### src/sv/ancx_pkg.sv
`timescale 1ns / 1ps
// ----------------------------------------------------------------------------
// ancx_pkg: shared types and constants of the caption CDP extractor
// Parse phases, result beat layout, status codes and CDP constants.
// ----------------------------------------------------------------------------
package ancx_pkg;

  // Configuration register indexes
  localparam logic CFG_IDX_DID  = 1'b0;
  localparam logic CFG_IDX_SDID = 1'b1;

  localparam logic [7:0] DID_RESET  = 8'd97;
  localparam logic [7:0] SDID_RESET = 8'd1;

  // Status codes
  localparam logic [1:0] ST_CAPTIONS = 2'd0;
  localparam logic [1:0] ST_NOT_CAP  = 2'd1;
  localparam logic [1:0] ST_BAD_ID   = 2'd2;
  localparam logic [1:0] ST_SHORT    = 2'd3;

  // Result kinds
  localparam logic KIND_CAPTION = 1'b0;
  localparam logic KIND_STATUS  = 1'b1;

  // CDP constants
  localparam logic [15:0] CDP_IDENT   = 16'h9669;
  localparam logic [7:0]  SECT_TC     = 8'h71;
  localparam logic [7:0]  SECT_CC     = 8'h72;
  localparam logic [7:0]  HDR_LAST_P  = 8'd6;   // last header payload offset
  localparam logic [7:0]  TC_LAST_P   = 8'd11;  // last time-code payload offset
  localparam logic [8:0]  IDX_COUNT   = 9'd2;
  localparam logic [8:0]  IDX_PAYLOAD = 9'd3;

  // Output queue
  localparam int OQ_DEPTH = 3;
  localparam int OQ_CNT_W = $clog2(OQ_DEPTH + 1);

  typedef enum logic [11:0] {
    PH_IDLE    = 12'b0000_0000_0001,
    PH_SDID    = 12'b0000_0000_0010,
    PH_COUNT   = 12'b0000_0000_0100,
    PH_ID_HI   = 12'b0000_0000_1000,
    PH_ID_LO   = 12'b0000_0001_0000,
    PH_HDR     = 12'b0000_0010_0000,
    PH_SECT1   = 12'b0000_0100_0000,
    PH_TC      = 12'b0000_1000_0000,
    PH_SECT2   = 12'b0001_0000_0000,
    PH_CCCOUNT = 12'b0010_0000_0000,
    PH_CAPT    = 12'b0100_0000_0000,
    PH_DONE    = 12'b1000_0000_0000
  } phase_t;

  typedef struct packed {
    logic       result_kind;
    logic [7:0] caption_byte;
    logic [1:0] status_code;
    logic [4:0] triple_count;
    logic [7:0] packet_checksum;
    logic       last_of_packet;
  } result_t;

  // Up to two result beats produced by one input beat, in order
  typedef struct packed {
    logic    v0;
    result_t r0;
    logic    v1;
    result_t r1;
  } push_t;

endpackage

### src/sv/ancx_parser.sv
`timescale 1ns / 1ps
// ----------------------------------------------------------------------------
// ancx_parser: ANC packet walker and CDP parser
// Tracks one packet byte per accepted beat and emits caption/status results.
// ----------------------------------------------------------------------------
module ancx_parser (
  input  logic            clk,
  input  logic            rst_n,
  input  logic            fire,
  input  logic [7:0]      data_byte,
  input  logic            packet_start,
  input  logic [7:0]      caption_did,
  input  logic [7:0]      caption_sdid,
  output ancx_pkg::push_t push
);
  import ancx_pkg::*;

  phase_t     phase_r, phase_nxt;
  logic [8:0] bidx_r, bidx_nxt;
  logic [7:0] plen_r, plen_nxt;
  logic       is_cap_r, is_cap_nxt;
  logic [7:0] id_hi_r, id_hi_nxt;
  logic [7:0] sum_r, sum_nxt;
  logic [4:0] triples_r, triples_nxt;
  logic [6:0] left_r, left_nxt;
  logic [1:0] fstat_r, fstat_nxt;

  logic [7:0] p;
  logic [8:0] p1;
  logic [4:0] cc;
  logic [6:0] cc3;
  logic [8:0] rem;
  logic       emit;
  logic [1:0] st;
  result_t    cap_res, st_res;

  assign p   = 8'(bidx_r - IDX_PAYLOAD);
  assign p1  = {1'b0, p} + 9'd1;
  assign cc  = data_byte[4:0];
  assign cc3 = 7'({2'b00, cc} + {1'b0, cc, 1'b0});
  assign rem = {1'b0, plen_r} - p1;

  always_comb begin
    phase_nxt   = phase_r;
    bidx_nxt    = bidx_r;
    plen_nxt    = plen_r;
    is_cap_nxt  = is_cap_r;
    id_hi_nxt   = id_hi_r;
    sum_nxt     = sum_r;
    triples_nxt = triples_r;
    left_nxt    = left_r;
    fstat_nxt   = fstat_r;
    emit        = 1'b0;
    push        = '0;

    cap_res              = '0;
    cap_res.result_kind  = KIND_CAPTION;
    cap_res.caption_byte = data_byte;

    if (fire) begin
      if (packet_start) begin
        bidx_nxt    = 9'd1;
        sum_nxt     = data_byte;
        is_cap_nxt  = (data_byte == caption_did);
        id_hi_nxt   = '0;
        triples_nxt = '0;
        left_nxt    = '0;
        fstat_nxt   = ST_CAPTIONS;
        plen_nxt    = '0;
        phase_nxt   = PH_SDID;
      end else if (phase_r != PH_IDLE) begin
        sum_nxt = sum_r + data_byte;
        if (phase_r == PH_SDID) begin
          if (data_byte != caption_sdid) is_cap_nxt = 1'b0;
          bidx_nxt  = IDX_COUNT;
          phase_nxt = PH_COUNT;
        end else if (phase_r == PH_COUNT) begin
          plen_nxt = data_byte;
          bidx_nxt = IDX_PAYLOAD;
          if (is_cap_r) begin
            phase_nxt = PH_ID_HI;
          end else begin
            fstat_nxt = ST_NOT_CAP;
            phase_nxt = PH_DONE;
          end
          emit = (data_byte == 8'd0);
        end else begin
          bidx_nxt = bidx_r + 9'd1;
          unique case (phase_r)
            PH_ID_HI: begin
              id_hi_nxt = data_byte;
              phase_nxt = PH_ID_LO;
            end
            PH_ID_LO: begin
              if ({id_hi_r, data_byte} != CDP_IDENT) begin
                fstat_nxt = ST_BAD_ID;
                phase_nxt = PH_DONE;
              end else begin
                phase_nxt = PH_HDR;
              end
            end
            PH_HDR: begin
              if (p >= HDR_LAST_P) phase_nxt = PH_SECT1;
            end
            PH_SECT1: begin
              if (data_byte == SECT_TC) begin
                phase_nxt = PH_TC;
              end else if (data_byte == SECT_CC) begin
                phase_nxt = PH_CCCOUNT;
              end else begin
                fstat_nxt = ST_NOT_CAP;
                phase_nxt = PH_DONE;
              end
            end
            PH_TC: begin
              if (p >= TC_LAST_P) phase_nxt = PH_SECT2;
            end
            PH_SECT2: begin
              if (data_byte == SECT_CC) begin
                phase_nxt = PH_CCCOUNT;
              end else begin
                fstat_nxt = ST_NOT_CAP;
                phase_nxt = PH_DONE;
              end
            end
            PH_CCCOUNT: begin
              if (({1'b0, plen_r} < p1) || (rem < {2'b00, cc3})) begin
                fstat_nxt = ST_SHORT;
                phase_nxt = PH_DONE;
              end else begin
                triples_nxt = cc;
                left_nxt    = cc3;
                if (cc == 5'd0) begin
                  fstat_nxt = ST_CAPTIONS;
                  phase_nxt = PH_DONE;
                end else begin
                  phase_nxt = PH_CAPT;
                end
              end
            end
            PH_CAPT: begin
              push.v0  = 1'b1;
              push.r0  = cap_res;
              left_nxt = left_r - 7'd1;
              if (left_r == 7'd1) begin
                fstat_nxt = ST_CAPTIONS;
                phase_nxt = PH_DONE;
              end
            end
            PH_DONE: begin
            end
            default: begin
            end
          endcase
          emit = (p1 >= {1'b0, plen_r});
        end
      end
    end

    // status resolves from the phase reached on this byte
    unique case (phase_nxt) inside
      PH_DONE:            st = fstat_nxt;
      PH_ID_HI, PH_ID_LO: st = ST_BAD_ID;
      PH_CCCOUNT:         st = ST_SHORT;
      PH_CAPT:            st = ST_CAPTIONS;
      default:            st = ST_NOT_CAP;
    endcase

    st_res                 = '0;
    st_res.result_kind     = KIND_STATUS;
    st_res.status_code     = st;
    st_res.triple_count    = (st == ST_CAPTIONS) ? triples_nxt : 5'd0;
    st_res.packet_checksum = sum_nxt;
    st_res.last_of_packet  = 1'b1;

    if (emit) begin
      phase_nxt = PH_IDLE;
      if (push.v0) begin
        push.v1 = 1'b1;
        push.r1 = st_res;
      end else begin
        push.v0 = 1'b1;
        push.r0 = st_res;
      end
    end
  end

  always_ff @(posedge clk) begin
    if (!rst_n) begin
      phase_r   <= PH_IDLE;
      bidx_r    <= '0;
      plen_r    <= '0;
      is_cap_r  <= 1'b0;
      id_hi_r   <= '0;
      sum_r     <= '0;
      triples_r <= '0;
      left_r    <= '0;
      fstat_r   <= ST_CAPTIONS;
    end else begin
      phase_r   <= phase_nxt;
      bidx_r    <= bidx_nxt;
      plen_r    <= plen_nxt;
      is_cap_r  <= is_cap_nxt;
      id_hi_r   <= id_hi_nxt;
      sum_r     <= sum_nxt;
      triples_r <= triples_nxt;
      left_r    <= left_nxt;
      fstat_r   <= fstat_nxt;
    end
  end

endmodule

### src/sv/ancx_out_queue.sv
`timescale 1ns / 1ps
// ----------------------------------------------------------------------------
// ancx_out_queue: small result queue
// Takes up to two beats per cycle; hands one per cycle from head if out_ready.
// ----------------------------------------------------------------------------
module ancx_out_queue (
  input  logic              clk,
  input  logic              rst_n,
  input  ancx_pkg::push_t   push,
  output logic              room,
  output logic              out_valid,
  input  logic              out_ready,
  output ancx_pkg::result_t head
);
  import ancx_pkg::*;

  result_t             ent_r   [OQ_DEPTH];
  result_t             ent_nxt [OQ_DEPTH];
  logic [OQ_CNT_W-1:0] cnt_r, cnt_nxt;
  logic [OQ_CNT_W-1:0] cnt_p;
  logic                pop;

  assign out_valid = (cnt_r != '0);
  assign pop       = out_valid && out_ready;
  assign head      = ent_r[0];
  // room for a two-beat push whatever the output side does
  assign room      = (cnt_r <= OQ_CNT_W'(OQ_DEPTH - 2));
  assign cnt_p     = cnt_r - OQ_CNT_W'(pop);

  always_comb begin
    for (int i = 0; i < OQ_DEPTH - 1; i++) begin
      ent_nxt[i] = pop ? ent_r[i+1] : ent_r[i];
    end
    ent_nxt[OQ_DEPTH-1] = ent_r[OQ_DEPTH-1];
    for (int i = 0; i < OQ_DEPTH; i++) begin
      if (push.v0 && (cnt_p == OQ_CNT_W'(i))) ent_nxt[i] = push.r0;
      if (push.v1 && ((cnt_p + OQ_CNT_W'(1)) == OQ_CNT_W'(i))) ent_nxt[i] = push.r1;
    end
    cnt_nxt = cnt_p + OQ_CNT_W'(push.v0) + OQ_CNT_W'(push.v1);
  end

  always_ff @(posedge clk) begin
    for (int i = 0; i < OQ_DEPTH; i++) begin
      ent_r[i] <= ent_nxt[i];
    end
  end

  always_ff @(posedge clk) begin
    if (!rst_n) begin
      cnt_r <= '0;
    end else begin
      cnt_r <= cnt_nxt;
    end
  end

endmodule

### src/sv/anc_caption_cdp_extractor_unit.sv
`timescale 1ns / 1ps
// ----------------------------------------------------------------------------
// anc_caption_cdp_extractor_unit: caption data extractor for 8-bit ANC packets
// Walks DID, SDID, count and payload; on a caption packet parses the CDP and
// passes the cc_data triples, then closes each packet with one status beat.
// ----------------------------------------------------------------------------
//
//  channel | direction | handshake            | payload
//  --------+-----------+----------------------+-------------------------------
//  in_     | input     | in_valid / in_ready  | data_byte, packet_start
//  out_    | output    | out_valid / out_ready| kind, byte, status, count, sum
//  cfg_    | input     | cfg_valid / cfg_ready| index (0 DID, 1 SDID), data
//
//  One byte is taken per cycle while in_ready is high; its results are
//  written into the output queue at the accepting edge, so the first can
//  leave in the next cycle. A caption byte that also ends the payload
//  yields two beats. in_ready drops only when the 3-entry output queue
//  cannot take two more beats, i.e. while the output side is stalled or
//  draining a double beat. Reset (rst_n, synchronous, active low) empties
//  the queue, returns the parser to idle and loads DID 0x61 / SDID 0x01.
//  cfg_ready is always high.
module anc_caption_cdp_extractor_unit (
  input  logic       clk,
  input  logic       rst_n,
  // input beats
  input  logic       in_valid,
  output logic       in_ready,
  input  logic [7:0] in_data_byte,
  input  logic       in_packet_start,
  // result beats
  output logic       out_valid,
  input  logic       out_ready,
  output logic       out_result_kind,
  output logic [7:0] out_caption_byte,
  output logic [1:0] out_status_code,
  output logic [4:0] out_triple_count,
  output logic [7:0] out_packet_checksum,
  output logic       out_last_of_packet,
  // configuration writes
  input  logic       cfg_valid,
  output logic       cfg_ready,
  input  logic       cfg_index,
  input  logic [7:0] cfg_data
);
  import ancx_pkg::*;

  logic [7:0] did_r;
  logic [7:0] sdid_r;
  logic       in_fire;
  push_t      push;
  result_t    head;

  assign cfg_ready = 1'b1;

  // Caption match registers
  always_ff @(posedge clk) begin
    if (!rst_n) begin
      did_r  <= DID_RESET;
      sdid_r <= SDID_RESET;
    end else if (cfg_valid) begin
      unique case (cfg_index)
        CFG_IDX_DID:  did_r  <= cfg_data;
        CFG_IDX_SDID: sdid_r <= cfg_data;
        default: begin
        end
      endcase
    end
  end

  assign in_fire = in_valid && in_ready;

  // Per-byte parse: state registers plus combinational decode logic
  ancx_parser u_parser (
    .clk          (clk),
    .rst_n        (rst_n),
    .fire         (in_fire),
    .data_byte    (in_data_byte),
    .packet_start (in_packet_start),
    .caption_did  (did_r),
    .caption_sdid (sdid_r),
    .push         (push)
  );

  // Result queue decouples the two sides
  ancx_out_queue u_out_queue (
    .clk       (clk),
    .rst_n     (rst_n),
    .push      (push),
    .room      (in_ready),
    .out_valid (out_valid),
    .out_ready (out_ready),
    .head      (head)
  );

  assign out_result_kind     = head.result_kind;
  assign out_caption_byte    = head.caption_byte;
  assign out_status_code     = head.status_code;
  assign out_triple_count    = head.triple_count;
  assign out_packet_checksum = head.packet_checksum;
  assign out_last_of_packet  = head.last_of_packet;

endmodule
### config.mk
export PLATFORM = sky130hd
export DESIGN_NAME = anc_caption_cdp_extractor_unit
export DESIGN_NICKNAME = d
export VERILOG_FILES = /design/src/sv/ancx_pkg.sv /design/src/sv/ancx_parser.sv /design/src/sv/ancx_out_queue.sv /design/src/sv/anc_caption_cdp_extractor_unit.sv
export SDC_FILE = /design/constraint.sdc
export NUM_CORES = 1
export LEC_CHECK = 0
export BUFFER_PORTS_ARGS = -buffer_cell sky130_fd_sc_hd__buf_2
export CAP_MARGIN = 20
export CORE_MARGIN = 2
export CORE_UTILIZATION = 35
export DETAILED_ROUTE_END_ITERATION = 8
export GPL_TIMING_DRIVEN = 0
export PLACE_DENSITY_LB_ADDON = 0.25
export SLEW_MARGIN = 10
export SYNTH_ARGS = -nofsm -noshare
export SYNTH_HDL_FRONTEND = slang
export SYNTH_SLANG_ARGS = --single-unit
### constraint.sdc
create_clock -name clk -period 7.1 [get_ports clk]
set_clock_uncertainty 0.05 [all_clocks]
set_input_delay 0.71 -clock clk [delete_from_list [all_inputs] [get_ports clk]]
set_output_delay 0.71 -clock clk [all_outputs]
set_load 0.005 [all_outputs]
# Word-level counts from Yosys, hierarchy flattened
# Memory sizes are Yosys's and may differ from the RTL's.
# Cells that the tools add are included.
dict set report classes {
  add_sub_neg 11
  order_cmp 6
  eq_ne 29
  muxes 85
  n_bitwise 2
  reduce_logical 30
}
# op count
set ops {}
lappend ops {{25-bit two-way mux} 9}
lappend ops {{26-bit two-way mux} 7}
lappend ops {{12-bit two-way mux} 14}
lappend ops {{8-bit two-way mux} 12}
lappend ops {{12-bit case mux with 8 select lines} 1}
lappend ops {{52-bit two-way mux} 1}
lappend ops {{5-bit two-way mux} 8}
lappend ops {{9-bit two-way mux} 4}
lappend ops {{7-bit two-way mux} 5}
lappend ops {{12-bit by 10-bit == test with 1-bit output (second input constant)} 2}
lappend ops {{12-bit by 11-bit == test with 1-bit output (second input constant)} 2}
lappend ops {{12-bit by 4-bit == test with 1-bit output (second input constant)} 2}
lappend ops {{12-bit by 5-bit == test with 1-bit output (second input constant)} 2}
lappend ops {{2-bit two-way mux} 12}
lappend ops {{8-bit by 7-bit == test with 1-bit output (second input constant)} 2}
lappend ops {{16-bit inequality test (second input constant)} 1}
lappend ops {{7-bit case mux with 2 select lines} 1}
lappend ops {{12-bit == test (second input constant)} 1}
lappend ops {{12-bit by 2-bit == test with 1-bit output (second input constant)} 1}
lappend ops {{12-bit by 3-bit == test with 1-bit output (second input constant)} 1}
lappend ops {{12-bit by 6-bit == test with 1-bit output (second input constant)} 1}
lappend ops {{12-bit by 7-bit == test with 1-bit output (second input constant)} 1}
lappend ops {{12-bit by 8-bit == test with 1-bit output (second input constant)} 1}
lappend ops {{12-bit by 9-bit == test with 1-bit output (second input constant)} 1}
lappend ops {{40 further kinds} 71}
dict set report word_totals {
  register_bits 78
  ram_bits 75
  input_bits 23
  out_inout_bits 28
  elab_cells 176
  memories 1
}
# memory words word_bits read_ports rd_ports_with_merged_regs write_ports line_no
set memory_table {}
lappend memory_table {u_out_queue.ent_r 3 25 3 0 3 ancx_out_queue.sv:17} ;# result_t ent_r [OQ_DEPTH];

# Logic depth before layout (Yosys ltp)
# Gate-level depths: netlist of the first run.
dict set report depth {
  ltp_word 22
  ltp_mapped 24
  depth_no_buf 22
}

# By module
# A second synthesis of the first run with hierarchy kept.
dict set report hier_totals {
  hier_cells 1173
  hier_area_um2 10505.1
}
# mod n_inst cells_per_inst area_each_um2 seq_area_each_um2
set modules_own_cells {}
lappend modules_own_cells {ancx_parser 1 769 5803.1 1181.1}
lappend modules_own_cells {ancx_out_queue 1 334 4052.6 2292.2}
lappend modules_own_cells {anc_caption_cdp_extractor_unit 1 70 649.4 320.3}

# Worst setup path before layout of the first run
# Ideal clock, no wire load.
dict set report synth_path {
  path_kind {register -> register}
  startpoint {reg u_parser.bidx_r[0]}
  endpoint {mem u_out_queue.ent_r[0][13] (netlist bit), data pin}
  setup_ps 256
  arrival_ps 4817
  path_slack_ps 1977
  stages_incl_launch_ff 25
  period_less_slack_ps 5123
  path_cell_list {dfxtp_1 -> clkbuf_1 -> inv_1 -> ha_1 -> inv_1 -> mux2i_1 -> o21ai_0 -> xor2_1 -> ha_1 -> o21a_1 -> o31a_1 -> o21a_1 -> nor2_1 -> xnor2_1 -> ha_1 -> a21oi_1 -> o21ai_0 -> a221oi_1 -> a21oi_1 -> a31oi_1 -> nor3b_1 -> o311ai_1 -> buf_2 -> nor3b_1 -> a22o_1}
}
# element line_no
set synth_rtl {}
lappend synth_rtl {{start: declaration} ancx_parser.sv:19} ;# logic [8:0] bidx_r, bidx_nxt;
lappend synth_rtl {{start signal: assignment} ancx_parser.sv:201} ;# bidx_r <= bidx_nxt;
lappend synth_rtl {{end: declaration} ancx_out_queue.sv:17}

==> results of run 1 <==
## cell usage after synthesis (16+ instances only)
cell,count
a211oi_1,19
inv_1,35
clkbuf_1,58
nand3_1,40
ha_1,40
xor2_1,25
mux2i_1,27
dfxtp_1,101
nor2_1,139
o21ai_0,63
a21o_1,16
edfxtp_1,48
buf_4,26
a21oi_1,69
xnor2_1,29
nand2_1,98
## flip-flops by register name, summed over array words and instances, names as in the netlist
register,flops
u_parser.plen_r,8
u_out_queue.cnt_r,2
u_parser.bidx_r,8
u_parser.left_r,7
u_parser.fstat_r,2
u_parser.phase_r,12
u_parser.triples_r,5
did_r,8
u_parser.id_hi_r,8
u_parser.is_cap_r,1
u_out_queue.ent_r,72
sdid_r,8
u_parser.sum_r,8
## final cells by class
| cell class | count | share of cell area (%) |
|---|---|---|
| clock buffers | 18 | 4.04 |
| repair buffers | 51 | 2.40 |
| clock inverters | 14 | 1.33 |
| flip-flops and latches | 149 | 32.6 |
| well taps | 335 | 3.94 |
| inverters | 38 | 1.34 |
| plain buffers | 92 | 4.54 |
| multi-input cells | 824 | 49.8 |
## cells by family after synthesis
group	after synthesis	synth area share, %
mux	27	2.88
simple gates	403	21.1
compound gates	295	21.2
other cells	1	0.0400
buf+inv	130	6.67
fa+ha+maj	44	6.19
xor+xnor	54	5.04
flops	149	36.9
## per-layer routing
metal,vias to the layer above,part of all wire (%)
met1,4023,46
li1,4114,-
met5,-,0
met2,294,45
met3,44,6.1
met4,0,2.6
## worst reg2reg max path, cell delays in order (launching register included)
cell and delay (ns):
dfxtp_1 0.57, clkbuf_1 0.38, inv_1 0.11, ha_1 0.36
inv_1 0.13, mux2i_1 0.18, o21ai_0 0.10, xor2_1 0.18
ha_1 0.37, o21a_1 0.14, o31a_1 0.20, o21a_1 0.13
nor2_1 0.04, xnor2_1 0.24, ha_1 0.29, a21oi_1 0.12
o21ai_0 0.14, a221oi_1 0.39, a21oi_1 0.22, a31oi_1 0.56
a21oi_1 0.17, o311ai_1 0.43, buf_2 0.30, nor3b_1 0.23
a22o_1 0.17
## layout by cell type, fill, tap and decap left out, types with 11 or more instances in the layout
master,count
a211oi_1,19
a21o_1,16
a21oi_1,69
and3_1,11
buf_2,52
buf_4,26
clkbuf_1,59
clkbuf_16,17
dfxtp_1,101
edfxtp_1,48
ha_1,40
inv_1,35
mux2i_1,27
nand2_1,98
nand2b_1,13
nand3_1,40
nand4_1,14
nor2_1,139
nor2b_1,13
nor3_1,13
nor3b_1,11
nor4_1,11
o21ai_0,63
o22ai_1,12
o2bb2ai_1,12
o311a_1,11
xnor2_1,29
xor2_1,25
## worst paths after layout
| path | end | slack (ns) | depth (start not counted) |
|---|---|---|---|
| min reg2reg | sdid_r[5] | 0.42 | 2 |
| max | u_out_queue.ent_r[0][13] | 0.76 | 24 |
| max reg2reg | u_out_queue.ent_r[0][13] | 0.76 | 24 |
| min | sdid_r[5] | 0.42 | 2 |
## where the power goes
part	leakage (nW)	switching [mW]	internal [mW]
clock	0.281	0.404	0.494
combinational	2.64	0.540	0.376
sequential	1.26	0.0595	1.02
## per-stage QoR
step / std cells / utilization, %
after global placement: 1487 / 38.3
after global routing: 1521 / 40.6
after detailed placement: 1487 / 38.3
after CTS: 1519 / 40.5
final: 1521 / 40.6
after floorplan: 1103 / -
==> results.sh, run 1 <==
export IMPL_grt_pass1_vias=7922
export IMPL_grt_antenna_before_repair=0
export IMPL_fill_cells=2633
export IMPL_placed_cell_area_mm2=0.0100
export IMPL_cp_arrival_ns=6.60
export IMPL_cts_root_buf="clkbuf_16"
export IMPL_dp_slack_ns=0.797
export IMPL_synth_top_area_cell="dfxtp_1"
export IMPL_p_leak_nw=4.19
export IMPL_synth_edff_count=48
export IMPL_htree_levels=4
export IMPL_cts_resized=0
export IMPL_total_power_mw=2.90
export IMPL_cts_sinks=149
export IMPL_status="finished clean"
export IMPL_grt_max_degree=17
export IMPL_drtIter0Drc=873
export IMPL_slowest_delay_ns=0.57
export IMPL_vias=8475
export IMPL_ctsLongestPathBuffers=2
export IMPL_fin_crit_sh_pct=89.3
export IMPL_relSlewSlack_pct=26.5
export IMPL_grt_pass1_wl_mm=43.4
export IMPL_dieHeight_um=168
export IMPL_syn2layout_area_growth_pct=13.3
export IMPL_wl_per_cell_um=18.1
export IMPL_postRouteAntennaNets=0
export IMPL_synth_area_top_cells="dfxtp_1 22%, edfxtp_1 15%, nor2_1 5.6%, ha_1 5.3%, nand2_1 3.9%"
export IMPL_drive_gt1_share_pct=11.2
export IMPL_design_core_area_mm2=0.0262
export IMPL_diodes=0
export IMPL_gp_congestion=0.906
export IMPL_grt_use_met3_pct=3.45
export IMPL_regArea_mm2=0.00346
export IMPL_first_pass_iters=6
export IMPL_grt_usage_pct=19.7
export IMPL_peakVddDrop_mv=0.185
export IMPL_critical_path_cell_chain="clkbuf_1 > inv_1 > ha_1 > inv_1 > mux2i_1 > o21ai_0 > xor2_1 > ha_1 > o21a_1 > o31a_1 > o21a_1 > nor2_1 > xnor2_1 > ha_1 > a21oi_1 > o21ai_0 > a221oi_1 > a21oi_1 > a31oi_1 > a21oi_1 > o311ai_1 > buf_2 > nor3b_1 > a22o_1"
export IMPL_use_met2_pct=30.5
export IMPL_endpoint_kind="flop"
export IMPL_wirelength_mm=27.6
export IMPL_final_area_mm2=0.0106
export IMPL_syn_num_nets=1170
export IMPL_fmax_mhz=158
export IMPL_cts_buffers=17
export IMPL_worstReg2RegStart="u_parser.bidx_r[0]"
export IMPL_min_from="sdid_r[5]"
export IMPL_post_cts_buffers=0
export IMPL_critical_path_top_delay_family="compound AO/OA/AOI/OAI gates"
export IMPL_nets=1240
export IMPL_worst_pin_slew_ns=1.09
export IMPL_hold_viol_final=0
export IMPL_rsz0062_at_grt="no"
export IMPL_ys_seq_area_share_pct=36.9
export IMPL_holdWs_ns=0.416
export IMPL_cp_slowest_cell="dfxtp_1"
export IMPL_insertion_delay_ns=0.43
export IMPL_synth_async_sr_flop_share_pct=0
export IMPL_drc_errors=0
export IMPL_ys_flop_type="dfxtp_1"
export IMPL_globalRoute_busiestLayer="met2"
export IMPL_fin_crit_ns=6.34
export IMPL_multi_input_area_mm2=0.00530
export IMPL_met1_usage_pct=27.5
export IMPL_rows=59
export IMPL_tns_ns=0
export IMPL_drv_slew=0
export IMPL_critPathLaunchType="flop"
export IMPL_initial_utilization_pct=35.8
export IMPL_cts_tree="built"
export IMPL_syn_area_per_cell_um2=8.51
export IMPL_cp_startpoint="u_parser.bidx_r[0]"
export IMPL_postCtsHoldBufs=0
export IMPL_crit_required_ns=7.36
export IMPL_ioPinCount=51
export IMPL_drv_cap=0
export IMPL_clk_pin_slew_ns=0.07
export IMPL_yosys_warnings=0
export IMPL_postSynthCellCount=1103
export IMPL_ys_ff_latch=149
export IMPL_ys_types=82
export IMPL_cp_num_buf_inv=4
export IMPL_crit_fanout=10
export IMPL_criticalPathCategory="reg2reg"
export IMPL_dp_final_hpwl_mm=20.5
export IMPL_routed_via_density=5.57
export IMPL_synth_area_mm2=0.00938
export IMPL_overflow=0
export IMPL_min_path_type="reg2reg"
export IMPL_die_x_um=168
export IMPL_io_buffers=49
export IMPL_powerDensity_mw_per_mm2=272
export IMPL_dieArea_mm2=0.0281
export IMPL_yosysTopAreaCellShare_pct=21.5
export IMPL_setup_ws_ns=0.761
export IMPL_setup_viol=0
Power figures use the tool's default switching activity.
==> run 2, diff against run 1 <==
CELL_PAD_IN_SITES_DETAIL_PLACEMENT = 1   (was unset)
CELL_PAD_IN_SITES_GLOBAL_PLACEMENT = 2   (was unset)
==> results.sh, run 2 (same netlist as run 1, synthesis figures left out) <==
export IMPL_status="finished clean"
export IMPL_grt_antenna_before_repair=0
export IMPL_ioPinCount=51
export IMPL_critical_path_cell_chain="clkbuf_1 > inv_1 > ha_1 > inv_1 > mux2i_1 > o21ai_0 > xor2_1 > ha_1 > o21a_1 > o31a_1 > o21a_1 > nor2_1 > xnor2_1 > ha_1 > nand3_1 > o21ai_0 > a221oi_1 > a211oi_1 > clkbuf_1 > nand2b_1 > a21oi_1 > a21oi_1 > nor2_1 > a32o_1"
export IMPL_relSlewSlack_pct=26.4
export IMPL_critPathLaunchType="flop"
export IMPL_min_from="sdid_r[7]"
export IMPL_cts_tree="built"
export IMPL_dp_final_hpwl_mm=23.6
export IMPL_htree_levels=4
export IMPL_gp_congestion=0.851
export IMPL_fmax_mhz=150
export IMPL_cp_arrival_ns=6.83
export IMPL_ctsLongestPathBuffers=2
export IMPL_total_power_mw=2.92
export IMPL_wl_per_cell_um=20.7
export IMPL_setup_viol=0
export IMPL_fill_cells=3078
export IMPL_cts_buffers=17
export IMPL_drtIter0Drc=456
export IMPL_cts_sinks=149
export IMPL_worst_pin_slew_ns=1.10
export IMPL_largest_register="u_out_queue.ent_r"
export IMPL_fin_crit_sh_pct=94.2
export IMPL_drive_gt1_share_pct=11.4
export IMPL_vias=8535
export IMPL_placed_cell_area_mm2=0.0101
export IMPL_rsz0062_at_grt="no"
export IMPL_tns_ns=0
export IMPL_insertion_delay_ns=0.43
export IMPL_powerDensity_mw_per_mm2=275
export IMPL_cts_root_buf="clkbuf_16"
export IMPL_fin_crit_ns=6.69
export IMPL_drc_errors=0
export IMPL_dieHeight_um=168
export IMPL_grt_pass1_wl_mm=50.2
export IMPL_peakVddDrop_mv=0.157
export IMPL_top_regs="u_out_queue.ent_r (72), u_parser.phase_r (12)"
export IMPL_diodes=0
export IMPL_first_pass_iters=5
export IMPL_p_leak_nw=4.19
export IMPL_nets=1241
export IMPL_crit_fanout=10
export IMPL_largest_reg_flops=72
export IMPL_final_cell_mix="139 x nor2_1, 101 x dfxtp_1, 98 x nand2_1"
export IMPL_cp_startpoint="u_parser.bidx_r[0]"
export IMPL_cp_num_buf_inv=4
export IMPL_cp_common_cell="ha_1"
export IMPL_cp_slowest_cell="a211oi_1"
export IMPL_io_buffers=49
export IMPL_hold_viol_final=0
export IMPL_final_area_mm2=0.0106
export IMPL_crit_required_ns=7.24
export IMPL_initial_utilization_pct=35.8
export IMPL_clk_pin_slew_ns=0.07
export IMPL_final_common_cell="nor2_1"
export IMPL_design_core_area_mm2=0.0262
export IMPL_syn2layout_area_growth_pct=13.3
export IMPL_grt_pass1_vias=8624
export IMPL_rows=59
export IMPL_routed_via_density=5.61
export IMPL_postRouteAntennaNets=0
export IMPL_die_x_um=168
export IMPL_criticalPathCategory="reg2reg"
export IMPL_drv_cap=0
export IMPL_overflow=0
export IMPL_post_cts_buffers=0
export IMPL_slowest_delay_ns=0.66
export IMPL_critical_path_top_delay_family="compound AO/OA/AOI/OAI gates"
export IMPL_worstReg2RegStart="u_parser.bidx_r[0]"
export IMPL_drv_slew=0
export IMPL_grt_max_degree=18
export IMPL_dieArea_mm2=0.0281
export IMPL_wirelength_mm=31.5
export IMPL_endpoint_kind="flop"
export IMPL_min_path_type="reg2reg"
export IMPL_grt_usage_pct=22.9
==> run 2: final cells by class <==
class / count / area, um^2 / area share [%]
multi-input combinational: 824 / 5300 / 49.9
tap: 335 / 419 / 3.94
buffer: 92 / 483 / 4.54
inverter: 38 / 143 / 1.34
sequential: 149 / 3460 / 32.6
timing repair buffer: 52 / 260 / 2.45
clock buffer: 18 / 429 / 4.04
clock inverter: 14 / 134 / 1.26
==> run 2: layer usage <==
metal | share of wire [%] | routed length [um] | GRT usage, % | vias to the layer above
met2 | 46 | 14600 | 37.5 | 174
met1 | 49 | 15300 | 32.1 | 4211
met3 | 3.5 | 1110 | 2.84 | 29
li1 | - | - | - | 4121
met5 | 0 | 0 | 0 | -
met4 | 1.4 | 450 | 5.52 | 0
==> run 2: final timing paths <==
check / endpoint / slack [ns] / cells past startpoint
setup / recovery: u_out_queue.ent_r[0][37] / 0.41 / 24
hold reg to reg: sdid_r[7] / 0.42 / 2
hold / removal: sdid_r[7] / 0.42 / 2
setup reg to reg: u_out_queue.ent_r[0][37] / 0.41 / 24
==> run 2: power breakdown <==
| group | internal [mW] | switching, mW | total [mW] |
|---|---|---|---|
| clock network | 0.466 | 0.423 | 0.889 |
| registers | 1.02 | 0.0573 | 1.08 |
| logic | 0.377 | 0.575 | 0.951 |
==> run 2: tightest hold or removal path: stages, from the launching register on <==
cell and delay [ns]:
dfxtp_1 0.32, nand2_1 0.05, a21oi_1 0.05
==> run 2: what timing repair did <==
| item | CTS | global route |
|---|---|---|
| setup endpoints to repair | 0 | 3 |
| hold buffers | 0 | 0 |
| resized for setup | 0 | 1 |
| endpoints found under the hold margin | 0 | 0 |
==> run 2: through the flow <==
step	utilization (%)	hold slack, ns	setup slack, ns	std cells
after CTS	40.5	0.420	0.502	1520
final	40.6	0.419	0.414	1522
after global routing	40.6	0.433	0.0286	1522
after detailed placement	38.4	0.411	0.597	1488
after global placement	38.3	0.409	0.624	1487
after floorplan	-	0.398	1.98	1103
